### src/rtl/rcfp_pkg.sv
// ----------------------------------------------------------------------------
// RUN command field parser package
// Types and constants shared by the parser front, the job queue and the
// result emitter.
// ----------------------------------------------------------------------------
package rcfp_pkg;

  localparam int unsigned CntW   = 6;
  localparam int unsigned TdataW = 184;

  typedef enum logic [3:0] {
    ST_PREFIX,
    ST_RUN,
    ST_SP1,
    ST_SEL,
    ST_BOOT_FIRST,
    ST_BOOT_ZERO,
    ST_BOOT,
    ST_PHASE,
    ST_DONE
  } stage_e;

  typedef struct packed {
    logic            valid;
    logic [63:0]     run_high;
    logic [63:0]     run_low;
    logic [31:0]     boot;
    logic            phase;
    logic [CntW-1:0] cnt;
    logic            bank;
  } job_t;

  typedef struct packed {
    logic            en;
    logic            bank;
    logic [CntW-1:0] idx;
    logic [7:0]      data;
  } sel_wr_t;

  typedef struct packed {
    logic empty;
    logic full;
  } q_status_t;

endpackage

### src/rtl/rcfp_front.sv
// ----------------------------------------------------------------------------
// RUN command parser front
// Accepts one character a cycle while the queue has room, checks it against the
// command form, keeps the parsed fields and posts one job per text at the terminator.
// ----------------------------------------------------------------------------
module rcfp_front #(
  parameter int unsigned SelCapacity = 32,
  localparam int unsigned IdxW = $clog2(SelCapacity)
) (
  input  logic                clk_i,
  input  logic                rst_ni,
  input  logic                s_valid_i,
  output logic                s_ready_o,
  input  logic [7:0]          s_ch_i,
  input  rcfp_pkg::q_status_t q_status_i,
  output logic                push_o,
  output rcfp_pkg::job_t      job_o,
  output rcfp_pkg::sel_wr_t   wr_o
);

  localparam logic [7:0] ChSpace = 8'h20;
  localparam logic [7:0] ChZero  = 8'h30;
  localparam logic [7:0] ChOne   = 8'h31;
  localparam logic [7:0] ChTerm  = 8'h00;

  function automatic logic [7:0] prefix_char(input logic [1:0] pos);
    logic [7:0] c;
    case (pos)
      2'd0:    c = 8'h52;
      2'd1:    c = 8'h55;
      2'd2:    c = 8'h4E;
      default: c = ChSpace;
    endcase
    return c;
  endfunction

  function automatic logic is_digit(input logic [7:0] c);
    return (c >= 8'h30) && (c <= 8'h39);
  endfunction

  function automatic logic is_lower_hex(input logic [7:0] c);
    return (c >= 8'h61) && (c <= 8'h66);
  endfunction

  function automatic logic is_sel_char(input logic [7:0] c);
    return ((c >= 8'h41) && (c <= 8'h5A)) || ((c >= 8'h61) && (c <= 8'h7A)) ||
           is_digit(c) || (c == 8'h2D) || (c == 8'h2E);
  endfunction

  rcfp_pkg::stage_e stage_q, stage_d;
  logic [4:0]       cc_q, cc_d;
  logic [63:0]      run_hi_q, run_hi_d;
  logic [63:0]      run_lo_q, run_lo_d;
  logic [IdxW-1:0]  selcnt_q, selcnt_d;
  logic [31:0]      boot_q, boot_d;
  logic             phase_q, phase_d;
  logic             failed_q, failed_d;
  logic             bank_q, bank_d;

  logic             accept;
  logic             term;
  logic             fail_hit;
  logic [3:0]       nib;
  logic [3:0]       dig;
  logic [35:0]      prod;

  assign s_ready_o = !q_status_i.full;
  assign accept    = s_valid_i && s_ready_o;
  assign term      = (s_ch_i == ChTerm);
  assign dig       = s_ch_i[3:0];
  assign nib       = is_digit(s_ch_i) ? s_ch_i[3:0] : (s_ch_i[3:0] + 4'd9);
  assign prod      = {1'b0, boot_q, 3'b000} + {3'b000, boot_q, 1'b0} + {32'd0, dig};

  always_comb begin
    stage_d  = stage_q;
    fail_hit = 1'b0;
    case (stage_q)
      rcfp_pkg::ST_PREFIX: begin
        if (s_ch_i != prefix_char(cc_q[1:0])) begin
          fail_hit = 1'b1;
        end else if (cc_q[1:0] == 2'd3) begin
          stage_d = rcfp_pkg::ST_RUN;
        end
      end
      rcfp_pkg::ST_RUN: begin
        if (!(is_digit(s_ch_i) || is_lower_hex(s_ch_i))) begin
          fail_hit = 1'b1;
        end else if (cc_q == 5'd31) begin
          stage_d = rcfp_pkg::ST_SP1;
        end
      end
      rcfp_pkg::ST_SP1: begin
        if (s_ch_i != ChSpace) begin
          fail_hit = 1'b1;
        end else begin
          stage_d = rcfp_pkg::ST_SEL;
        end
      end
      rcfp_pkg::ST_SEL: begin
        if (s_ch_i == ChSpace) begin
          if (selcnt_q == '0) begin
            fail_hit = 1'b1;
          end else begin
            stage_d = rcfp_pkg::ST_BOOT_FIRST;
          end
        end else if ((selcnt_q >= IdxW'(SelCapacity - 1)) || !is_sel_char(s_ch_i)) begin
          fail_hit = 1'b1;
        end
      end
      rcfp_pkg::ST_BOOT_FIRST: begin
        if (!is_digit(s_ch_i)) begin
          fail_hit = 1'b1;
        end else if (s_ch_i == ChZero) begin
          stage_d = rcfp_pkg::ST_BOOT_ZERO;
        end else begin
          stage_d = rcfp_pkg::ST_BOOT;
        end
      end
      rcfp_pkg::ST_BOOT_ZERO: begin
        if (s_ch_i != ChSpace) begin
          fail_hit = 1'b1;
        end else begin
          stage_d = rcfp_pkg::ST_PHASE;
        end
      end
      rcfp_pkg::ST_BOOT: begin
        if (s_ch_i == ChSpace) begin
          stage_d = rcfp_pkg::ST_PHASE;
        end else if (!is_digit(s_ch_i) || (prod[35:32] != 4'd0)) begin
          fail_hit = 1'b1;
        end
      end
      rcfp_pkg::ST_PHASE: begin
        if ((s_ch_i != ChZero) && (s_ch_i != ChOne)) begin
          fail_hit = 1'b1;
        end else begin
          stage_d = rcfp_pkg::ST_DONE;
        end
      end
      default: begin
        fail_hit = 1'b1;
      end
    endcase
  end

  always_comb begin
    cc_d       = cc_q;
    run_hi_d   = run_hi_q;
    run_lo_d   = run_lo_q;
    selcnt_d   = selcnt_q;
    boot_d     = boot_q;
    phase_d    = phase_q;
    failed_d   = failed_q;
    bank_d     = bank_q;
    wr_o.en    = 1'b0;
    wr_o.bank  = bank_q;
    wr_o.idx   = rcfp_pkg::CntW'(selcnt_q);
    wr_o.data  = s_ch_i;
    if (accept && term) begin
      cc_d     = '0;
      run_hi_d = '0;
      run_lo_d = '0;
      selcnt_d = '0;
      boot_d   = '0;
      phase_d  = 1'b0;
      failed_d = 1'b0;
      bank_d   = !bank_q;
    end else if (accept && !failed_q) begin
      if (fail_hit) begin
        failed_d = 1'b1;
      end else begin
        case (stage_q)
          rcfp_pkg::ST_PREFIX: begin
            cc_d = (cc_q[1:0] == 2'd3) ? 5'd0 : (cc_q + 5'd1);
          end
          rcfp_pkg::ST_RUN: begin
            if (cc_q[4]) begin
              run_lo_d = {run_lo_q[59:0], nib};
            end else begin
              run_hi_d = {run_hi_q[59:0], nib};
            end
            cc_d = cc_q + 5'd1;
          end
          rcfp_pkg::ST_SEL: begin
            if (s_ch_i != ChSpace) begin
              wr_o.en  = 1'b1;
              selcnt_d = selcnt_q + IdxW'(1);
            end
          end
          rcfp_pkg::ST_BOOT_FIRST: begin
            boot_d = {28'd0, dig};
          end
          rcfp_pkg::ST_BOOT: begin
            if (s_ch_i != ChSpace) begin
              boot_d = prod[31:0];
            end
          end
          rcfp_pkg::ST_PHASE: begin
            phase_d = s_ch_i[0];
          end
          default: begin
          end
        endcase
      end
    end
  end

  assign push_o         = accept && term;
  assign job_o.valid    = !failed_q && (stage_q == rcfp_pkg::ST_DONE) && (selcnt_q != '0);
  assign job_o.run_high = run_hi_q;
  assign job_o.run_low  = run_lo_q;
  assign job_o.boot     = boot_q;
  assign job_o.phase    = phase_q;
  assign job_o.cnt      = rcfp_pkg::CntW'(selcnt_q);
  assign job_o.bank     = bank_q;

  always_ff @(posedge clk_i or negedge rst_ni) begin
    if (!rst_ni) begin
      stage_q  <= rcfp_pkg::ST_PREFIX;
      cc_q     <= '0;
      run_hi_q <= '0;
      run_lo_q <= '0;
      selcnt_q <= '0;
      boot_q   <= '0;
      phase_q  <= 1'b0;
      failed_q <= 1'b0;
      bank_q   <= 1'b0;
    end else begin
      if (accept && term) begin
        stage_q <= rcfp_pkg::ST_PREFIX;
      end else if (accept && !failed_q && !fail_hit) begin
        stage_q <= stage_d;
      end
      cc_q     <= cc_d;
      run_hi_q <= run_hi_d;
      run_lo_q <= run_lo_d;
      selcnt_q <= selcnt_d;
      boot_q   <= boot_d;
      phase_q  <= phase_d;
      failed_q <= failed_d;
      bank_q   <= bank_d;
    end
  end

endmodule

### src/rtl/rcfp_queue.sv
// ----------------------------------------------------------------------------
// RUN command job queue
// Two-entry queue of parsed jobs between the parser front and the emitter.
// ----------------------------------------------------------------------------
module rcfp_queue (
  input  logic                clk_i,
  input  logic                rst_ni,
  input  logic                push_i,
  input  rcfp_pkg::job_t      job_i,
  input  logic                pop_i,
  output rcfp_pkg::job_t      head_o,
  output rcfp_pkg::q_status_t status_o
);

  rcfp_pkg::job_t entry_q [2];
  logic           wptr_q, wptr_d;
  logic           rptr_q, rptr_d;
  logic [1:0]     cnt_q, cnt_d;

  assign status_o.empty = (cnt_q == 2'd0);
  assign status_o.full  = (cnt_q == 2'd2);
  assign head_o         = entry_q[rptr_q];

  always_comb begin
    wptr_d = push_i ? !wptr_q : wptr_q;
    rptr_d = pop_i  ? !rptr_q : rptr_q;
    cnt_d  = cnt_q + {1'b0, push_i} - {1'b0, pop_i};
  end

  always_ff @(posedge clk_i) begin
    if (push_i) begin
      entry_q[wptr_q] <= job_i;
    end
  end

  always_ff @(posedge clk_i or negedge rst_ni) begin
    if (!rst_ni) begin
      wptr_q <= 1'b0;
      rptr_q <= 1'b0;
      cnt_q  <= 2'd0;
    end else begin
      wptr_q <= wptr_d;
      rptr_q <= rptr_d;
      cnt_q  <= cnt_d;
    end
  end

endmodule

### src/rtl/rcfp_back.sv
// ----------------------------------------------------------------------------
// RUN command result emitter
// Holds the two-bank selection memory and turns each queued job into its result
// words, one per cycle unless the output stalls, through a registered output stage.
// ----------------------------------------------------------------------------
module rcfp_back #(
  parameter int unsigned SelCapacity = 32,
  localparam int unsigned IdxW = $clog2(SelCapacity)
) (
  input  logic                clk_i,
  input  logic                rst_ni,
  input  rcfp_pkg::sel_wr_t   wr_i,
  input  rcfp_pkg::job_t      head_i,
  input  rcfp_pkg::q_status_t q_status_i,
  output logic                pop_o,
  output logic                m_valid_o,
  input  logic                m_ready_i,
  output logic                m_valid_res_o,
  output logic [63:0]         m_run_high_o,
  output logic [63:0]         m_run_low_o,
  output logic [31:0]         m_boot_o,
  output logic                m_phase_o,
  output logic [4:0]          m_sel_len_o,
  output logic [4:0]          m_sel_idx_o,
  output logic [7:0]          m_sel_char_o,
  output logic                m_last_o
);

  logic [7:0]      sel_mem_q [2][SelCapacity-1];
  logic [IdxW-1:0] idx_q, idx_d;
  logic            out_valid_q, out_valid_d;
  logic            issue;
  logic            is_last;

  assign issue   = !q_status_i.empty && (!out_valid_q || m_ready_i);
  assign is_last = !head_i.valid ||
                   ((rcfp_pkg::CntW'(idx_q) + rcfp_pkg::CntW'(1)) == head_i.cnt);
  assign pop_o   = issue && is_last;

  always_comb begin
    idx_d       = idx_q;
    out_valid_d = out_valid_q;
    if (issue) begin
      idx_d       = is_last ? '0 : (idx_q + IdxW'(1));
      out_valid_d = 1'b1;
    end else if (m_ready_i) begin
      out_valid_d = 1'b0;
    end
  end

  always_ff @(posedge clk_i) begin
    if (wr_i.en) begin
      sel_mem_q[wr_i.bank][wr_i.idx[IdxW-1:0]] <= wr_i.data;
    end
  end

  always_ff @(posedge clk_i) begin
    if (issue) begin
      m_valid_res_o <= head_i.valid;
      m_run_high_o  <= head_i.valid ? head_i.run_high : 64'd0;
      m_run_low_o   <= head_i.valid ? head_i.run_low : 64'd0;
      m_boot_o      <= head_i.valid ? head_i.boot : 32'd0;
      m_phase_o     <= head_i.valid && head_i.phase;
      m_sel_len_o   <= head_i.valid ? head_i.cnt[4:0] : 5'd0;
      m_sel_idx_o   <= head_i.valid ? 5'(idx_q) : 5'd0;
      m_sel_char_o  <= head_i.valid ? sel_mem_q[head_i.bank][idx_q] : 8'd0;
      m_last_o      <= is_last;
    end
  end

  always_ff @(posedge clk_i or negedge rst_ni) begin
    if (!rst_ni) begin
      idx_q       <= '0;
      out_valid_q <= 1'b0;
    end else begin
      idx_q       <= idx_d;
      out_valid_q <= out_valid_d;
    end
  end

  assign m_valid_o = out_valid_q;

endmodule

### src/rtl/run_command_field_parser.sv
// ----------------------------------------------------------------------------
// RUN command field parser
// Parses "RUN <32 hex> <selection> <boot> <phase>" text and emits one result
// word per selection character, or one rejection word, at the terminator.
// ----------------------------------------------------------------------------
// The parser takes one character word per cycle while s_axis_tready_o is high.
// A zero character ends the text and posts a job to a two-entry queue; the
// emitter then gives one result word per cycle for that job unless m_axis_tready_i
// stalls it (N words for a selection of N characters, one word for a rejected
// text) through its output register. The selection memory has two banks, so the
// parser keeps accepting the next text while the emitter drains the previous one;
// it holds s_axis_tready_o low only while two finished texts wait in the queue.
module run_command_field_parser #(
  parameter int unsigned SELECTION_CAPACITY = 32
) (
  input  logic                        clk_i,
  input  logic                        rst_ni,
  input  logic                        s_axis_tvalid_i,
  output logic                        s_axis_tready_o,
  // [7:0] ch
  input  logic [7:0]                  s_axis_tdata_i,
  output logic                        m_axis_tvalid_o,
  input  logic                        m_axis_tready_i,
  // [63:0] run_high, [127:64] run_low, [159:128] boot, [160] phase,
  // [165:161] selection_length, [170:166] selection_index,
  // [178:171] selection_char, [183:179] zero
  output logic [rcfp_pkg::TdataW-1:0] m_axis_tdata_o,
  // [0] valid_res
  output logic                        m_axis_tuser_o,
  output logic                        m_axis_tlast_o
);

  rcfp_pkg::q_status_t q_status;
  rcfp_pkg::job_t      job_in;
  rcfp_pkg::job_t      job_head;
  rcfp_pkg::sel_wr_t   sel_wr;
  logic                push;
  logic                pop;
  logic [63:0]         run_high;
  logic [63:0]         run_low;
  logic [31:0]         boot;
  logic                phase;
  logic [4:0]          sel_len;
  logic [4:0]          sel_idx;
  logic [7:0]          sel_char;

  rcfp_front #(
    .SelCapacity(SELECTION_CAPACITY)
  ) u_front (
    .clk_i     (clk_i),
    .rst_ni    (rst_ni),
    .s_valid_i (s_axis_tvalid_i),
    .s_ready_o (s_axis_tready_o),
    .s_ch_i    (s_axis_tdata_i),
    .q_status_i(q_status),
    .push_o    (push),
    .job_o     (job_in),
    .wr_o      (sel_wr)
  );

  rcfp_queue u_queue (
    .clk_i   (clk_i),
    .rst_ni  (rst_ni),
    .push_i  (push),
    .job_i   (job_in),
    .pop_i   (pop),
    .head_o  (job_head),
    .status_o(q_status)
  );

  rcfp_back #(
    .SelCapacity(SELECTION_CAPACITY)
  ) u_back (
    .clk_i        (clk_i),
    .rst_ni       (rst_ni),
    .wr_i         (sel_wr),
    .head_i       (job_head),
    .q_status_i   (q_status),
    .pop_o        (pop),
    .m_valid_o    (m_axis_tvalid_o),
    .m_ready_i    (m_axis_tready_i),
    .m_valid_res_o(m_axis_tuser_o),
    .m_run_high_o (run_high),
    .m_run_low_o  (run_low),
    .m_boot_o     (boot),
    .m_phase_o    (phase),
    .m_sel_len_o  (sel_len),
    .m_sel_idx_o  (sel_idx),
    .m_sel_char_o (sel_char),
    .m_last_o     (m_axis_tlast_o)
  );

  assign m_axis_tdata_o = {5'd0, sel_char, sel_idx, sel_len, phase, boot, run_low, run_high};

endmodule

### config.mk
export PLATFORM = sky130hd
export DESIGN_NAME = run_command_field_parser
export DESIGN_NICKNAME = d
export VERILOG_FILES = /design/src/rtl/rcfp_pkg.sv /design/src/rtl/rcfp_front.sv /design/src/rtl/rcfp_queue.sv /design/src/rtl/rcfp_back.sv /design/src/rtl/run_command_field_parser.sv
export SDC_FILE = /design/constraint.sdc
export NUM_CORES = 1
export LEC_CHECK = 0
export ABC_AREA = 1
export BUFFER_PORTS_ARGS = -buffer_cell sky130_fd_sc_hd__buf_2
export CAP_MARGIN = 30
export CORE_AREA = 10 10 391 393
export CTS_CLUSTER_SIZE = 10
export DETAILED_ROUTE_END_ITERATION = 7
export DIE_AREA = 0 0 401 403
export PLACE_DENSITY = 0.54
export SYNTH_ARGS = -nofsm -noshare
export SYNTH_HDL_FRONTEND = slang
export SYNTH_SLANG_ARGS = --single-unit
### constraint.sdc
create_clock -name clk_i -period 13.4 [get_ports clk_i]
set_input_delay 4.02 -clock clk_i [delete_from_list [all_inputs] [get_ports clk_i]]
set_output_delay 4.02 -clock clk_i [all_outputs]
set_load 0.05 [all_outputs]
# After elaboration in Yosys (flattened, before gate mapping)

Memory sizes are Yosys's and may differ from the RTL's.
Index checks and enable logic that the tools add are counted.

Magnitude comparators: 11
Bitwise operators: 2
Reduce and logical (&&, ||, !) cells: 63
Add/sub/neg operators: 9
Muxes and demuxes: 77
Eq/ne operators: 36

Operator list:

| operator            | number |
|---|---|
| $mux 64             | 10 |
| $mux 248            | 1 |
| $mux 32             | 4 |
| $pmux 32 s2         | 1 |
| $mux 4              | 14 |
| $mux 5              | 10 |
| $bmux 8 s5          | 1 |
| $demux 8 s5         | 1 |
| $add 35x33->36      | 1 |
| $add 36x4->36       | 1 |
| $eq 8x6->1 const B  | 4 |
| $mux 8              | 4 |
| $pmux 4 s8          | 1 |
| $mux 1              | 26 |
| $le 8x7->1 const B  | 3 |
| $ne 8x6->1 const B  | 3 |
| $ne 3x1->1 const B  | 7 |
| $pmux 7 s3          | 1 |
| $reduce_bool 2->1   | 9 |
| $eq 4x3->1 const B  | 4 |
| $ge 8x7->1 const B  | 2 |
| $reduce_and 4->1    | 4 |
| $add 5x1->5 const B | 3 |
| $logic_and 1x1->1   | 15 |
| other kinds (37)    | 68 |

Input bits: 12
Memories kept: 2
RAM bits: 832
Output and inout port bits: 188
Bits in registers: 368

Memories:

| memory           | words | width | read ports | clocked after Yosys merged registers in | wr ports | RTL line         | text |
|---|---|---|---|---|---|---|---|
| u_back.sel_mem_q | 2     | 248   | 1          | 0                                       | 1        | rcfp_back.sv:29  | `logic [7:0] sel_mem_q [2][SelCapacity-1];` |
| u_queue.entry_q  | 2     | 168   | 1          | 0                                       | 1        | rcfp_queue.sv:15 | `rcfp_pkg::job_t entry_q [2];` |

# Longest topological paths before layout

Depth after elaboration: 16
Mapped depth: 24
Gate-level depth less buffers: 23

# Modules after synthesis

A second synthesis with hierarchy kept.

Cells, all modules: 4767
Area, all modules: 52145.0 µm²

By module, submodules not included:

| module                   | instances | cells an instance | seq. area each (µm²) | area an instance (µm²) |
|---|---|---|---|---|
| rcfp_back                | 1         | 2456              | 20479.6              | 27873.0 |
| rcfp_queue               | 1         | 908               | 10249.8              | 12839.8 |
| rcfp_front               | 1         | 1396              | 4429.2               | 11383.4 |
| run_command_field_parser | 1         | 7                 | 0.0                  | 48.8 |

# Worst setup path after synthesis

No wires, ideal clock.

Kind: input-to-reg
Start: in s_axis_tdata_i[0]
End: mem u_queue.entry_q[0][0] (netlist bit), enable pin
Slack: 0.914 ns
Setup time: 0.699 ns
Stages on the path: 8
Buffers on the path: 0
Arrival time: 11.787 ns
Cells stage by stage: inv_1 ha_1 inv_1 nor2_4 inv_2 nor2_1 nand4_1 nor2_1

Cells in the longest elaborated chain, start to end: 4

Ends and longest elaborated chain:

| item                         | RTL line                       | text |
|---|---|---|
| from (decl)                  | run_command_field_parser.sv:21 | `input logic [7:0] s_axis_tdata_i,` |
| $logic_not 8->1              | rcfp_front.sv:69               | `assign term = (s_ch_i == ChTerm);` |
| $logic_and 1x1->1            | rcfp_front.sv:208              | `assign push_o = accept && term;` |
| $mux 1                       | rcfp_queue.sv:31               | `if (push_i) begin` |
| $mux 1 (not written as such) | rcfp_queue.sv:32               | `entry_q[wptr_q] <= job_i;` |
| to (decl)                    | rcfp_queue.sv:15               |  |

Every way passes these cells.

# Final worst setup path

Start: in s_axis_tdata_i[3]
End: reg u_front.run_lo_q[17]

Cells in the longest elaborated chain, start to end: 13
Elaborated cells between the ends (all ways): 48
Those cells by class: add/sub (1); order compare (7); eq/ne (8); mux (11); reduce/logical (21)

Ends and longest elaborated chain:

| item                                                   | RTL line          | text |
|---|---|---|
| branches (longest 13 deep; another with $add 36x4->36) | -                 |  |
| to (signal assigned)                                   | rcfp_front.sv:236 | `run_lo_q <= run_lo_d;` |
| to (decl)                                              | rcfp_front.sv:53  | `logic [63:0] run_lo_q, run_lo_d;` |

Parallel ways; which one is timed is not known.
A chain may end at the register's enable or synchronous reset.

==> metrics.cfg <==
[run_status]
run_status = finished clean

[clock_network]
post-cts-setup-buffer-count = 0
clk_root_buffer_cell = clkbuf_16
ctsResizeCount = 0
clock_tree.htree_level_count = 4
cts_buffers = 143
max-clock-path-buffers = 3
clkSinkCount = 1200
insertion_delay_ns = 0.78
cts.hold.buffers_added = 0
tritoncts_clock_tree = done
clkTransAtPathRegs_ns = 0.06

[global_route]
antenna_found_initial = 2
grt-ovfl-total = 0
global_route.usage.total = 0.163
grt_pass1_vias = 33300
maximum_number_of_pins_on_one_net_before_global_route_repair = 124
first_pass_grt_wire_length_um = 205000

[sta]
final.period_utilization = 0.612
setup_tns_ns = 0
setup_repair_after_global_routing_missed_its_margin = false
fmax_ghz = 0.122
setup-violations-final = 0
hold_viol = 0
fin_worst_skew_ns = 0.0341
timing_max_transition_violations_final = 0
slew-limit-headroom = 0.321
worstMarginPinSlew_ns = 1.01
fin_crit_ns = 8.20

[die]
start_util = 0.348
placeableCoreArea_um2 = 145000
io_pins = 200
die_height_um = 403
floorplan.die_area_um2 = 162000
floorplan.rows = 140
die-width_um = 401

[yosys]
syn_avg_cell_area_um2 = 11.1
netlist_top_cells_area = edfxtp_1, dfrtp_1, nand2_1
simple_gate_share_of_the_synthesized_area = 0.160
ys_types = 51
synthDominantAreaCellType = edfxtp_1
synth_enable_flop_cells = 1013
muxShareOfSynthArea = 0.000991
synth.ff_latch_count = 1200
synthArstFlopShare = 0.156
synthesis.instances = 4567
synth-seq-area-share = 0.695
post_synth_fa_ha_maj_area_fraction = 0.0211
yosys.area_share.xor_xnor = 0.00746
yosysWarnings = 0
synth_commonest_cells = nand2_1, edfxtp_1, nor2_1
mappedNetlistArea_um2 = 50500
synth_top_cell_area_share = 0.602
synth_top_family_by_area = simple AND/OR/NAND/NOR gates
synth_compound_area_frac = 0.0670
synth_most_common_cell = nand2_1
ys.flop_type = edfxtp_1

[setup_path]
cp_data_required_time_ns = 14.04
timing.critical_path.arrival_ns = 8.84
worst_setup_path_end_kind = register
crit_fanout = 60
criticalPathCategory = input port to register
critical_path_startpoint_category = input port

[worst_hold_path]
hp-class = register to register

[detailed_routing]
violation_count_after_the_first_detailed_route_iteration = 3069
total_routed_wirelength_um = 135000
drt.antenna.violating_nets = 0
via_count = 33400
routed_wire_length_per_instance_um = 20.0
drt_drc_violations_left = 0
detailedRoute.firstPassIterationCount = 5
route.detailed.vias_per_inst = 4.95

[power_and_ir_drop]
power_density_nw_per_um2 = 200
cell_leakage_power_nw = 24.5
peakVddDrop_mv = 0.169

[cells_and_area]
insertedDiodeCount = 0
instances_no_fill = 6749
final_design_area_no_fill_um2 = 57900
area_growth_pct = 14.6
layout-drive-gt1-share = 0.0985
layout.nets = 4832

[placement]
port_buffers = 194
placedCellCount = 6507
place_area_um2 = 53600
place.gp.congestion = 0.855
detailedPlacementHpwl_um = 81900

[flow_run]
cap_violations = 0

[per-stage QoR]
stage / hold slack (ns) / utilization / worst slack, ns / power [W]
floorplan: 0.437 / - / 0.914 / 0.00697
finish: 0.460 / 0.399 / 5.20 / 0.0116
global route: 0.471 / 0.399 / 4.72 / 0.0121
detailed placement: 0.452 / 0.370 / 4.37 / 0.00809
global placement: 0.444 / 0.368 / 4.20 / 0.00806
CTS: 0.457 / 0.399 / 5.23 / 0.0117
[cells by family (layout without fill, tap and decap cells)]
family	Yosys count	after routing
other	1	5
AO/OA/AOI/OAI	621	621
flip-flops	1200	1200
AND/OR/NAND/NOR	2010	2010
multiplexers	5	5
adder cells (fa/ha/maj)	84	84
buffers and inverters	603	864
XOR/XNOR	43	43
[routing by layer]
| layer | routed length (um) | vias up | part of all wire | track usage |
|---|---|---|---|---|
| met3 | 8370 | 195 | 0.062 | 0.0347 |
| li1 | - | 15800 | - | - |
| met5 | 13 | - | 0.000096 | 0 |
| met4 | 3420 | 2 | 0.025 | 0.0489 |
| met2 | 64000 | 1003 | 0.47 | 0.267 |
| met1 | 59100 | 16400 | 0.44 | 0.216 |
[power breakdown]
| part | total, W | switching (W) | internal (W) |
|---|---|---|---|
| clock | 0.00357 | 0.00149 | 0.00209 |
| combinational | 0.00340 | 0.00272 | 0.000684 |
| sequential | 0.00458 | 0.000129 | 0.00445 |
| total | 0.0116 | 0.00434 | 0.00722 |
[sequential cells by signal (all words and copies together) (netlist names), 2 cells and up]
name and cells:
u_front.selcnt_q 5, u_front.run_hi_q 64, u_back.m_boot_o 32, u_queue.cnt_q 2, u_front.stage_q 4, u_back.m_run_low_o 64, u_back.m_run_high_o 64, u_front.run_lo_q 64
u_back.idx_q 5, u_back.m_sel_len_o 5, u_back.m_sel_idx_o 5, u_queue.entry_q 336, u_front.cc_q 5, u_back.m_sel_char_o 8, u_front.boot_q 32, u_back.sel_mem_q 496
[layout make-up]
cell class | count | area [um^2]
fill | 14000 | 87200
sequential | 1200 | 35100
multi-input combinational | 2768 | 13000
clock buffer | 219 | 3990
tap | 1917 | 2400
timing repair buffer | 261 | 1690
inverter | 362 | 1380
clock inverter | 22 | 262
[final timing paths]
check                           slack, ns  depth (start not counted)                       to            startpoint
worst min register to register       0.46                          0  u_queue.entry_q[0][153]  u_front.run_hi_q[50]
min in group asynchronous            3.29                          1     u_front.run_lo_q[23]                rst_ni
worst min-delay path                 0.46                          0  u_queue.entry_q[0][153]  u_front.run_hi_q[50]
max in group asynchronous            8.13                          3     u_front.run_hi_q[58]                rst_ni
worst max-delay path                 5.20                         25     u_front.run_lo_q[17]     s_axis_tdata_i[3]
worst max register to register       7.44                         12   u_back.m_sel_char_o[0]        u_queue.rptr_q
[worst max-delay path: stages]
cell and delay, ns:
buf_2 0.08, buf_4 0.34, clkinv_2 0.20, fa_1 0.56
fa_1 0.45, inv_1 0.08, nand2_1 0.07, nand2_1 0.08
nand3_1 0.07, nand2_1 0.14, nand2_1 0.07, nand2_1 0.15
nand2_1 0.09, nand3_1 0.07, nand2_1 0.06, nor2_1 0.08
nand2_1 0.10, nand2_2 0.19, nand3_2 0.12, nand2_2 0.54
buf_4 0.55, nand2_2 0.06, buf_4 0.34, nand2_1 0.15
nand2_1 0.05
[cell usage in the layout (no fill, tap or decap), types with 3 or more instances in the layout]
cell type / Yosys / layout
a21o_1: 3 / 3
inv_6: 0 / 5
nor3b_1: 3 / 3
o21bai_1: 10 / 10
nand3_1: 115 / 115
xor2_1: 26 / 26
a31oi_1: 4 / 4
or2_0: 4 / 4
or2_2: 3 / 3
nand2_2: 6 / 7
clkbuf_16: 0 / 148
o21ai_0: 322 / 321
a211oi_1: 4 / 4
mux2i_1: 5 / 5
clkinv_2: 1 / 6
clkbuf_1: 187 / 69
edfxtp_1: 1013 / 1013
o22ai_1: 135 / 135
nor4_1: 4 / 4
conb_1: 1 / 5
o31ai_1: 4 / 4
a21oi_1: 121 / 121
buf_16: 0 / 9
nor3_1: 48 / 48
inv_1: 347 / 342
nor2_4: 3 / 5
inv_2: 10 / 11
buf_4: 10 / 55
nand4_1: 39 / 39
dfrtp_1: 187 / 184
o211ai_1: 7 / 7
nor2_2: 1 / 3
ha_1: 82 / 82
nand2_1: 1227 / 1224
buf_2: 23 / 194
nand3b_1: 31 / 31
clkinv_1: 4 / 8
xnor2_1: 17 / 17
clkinv_8: 0 / 6
nor2_1: 520 / 516
Note: power is estimated with default switching activity, not from simulation.
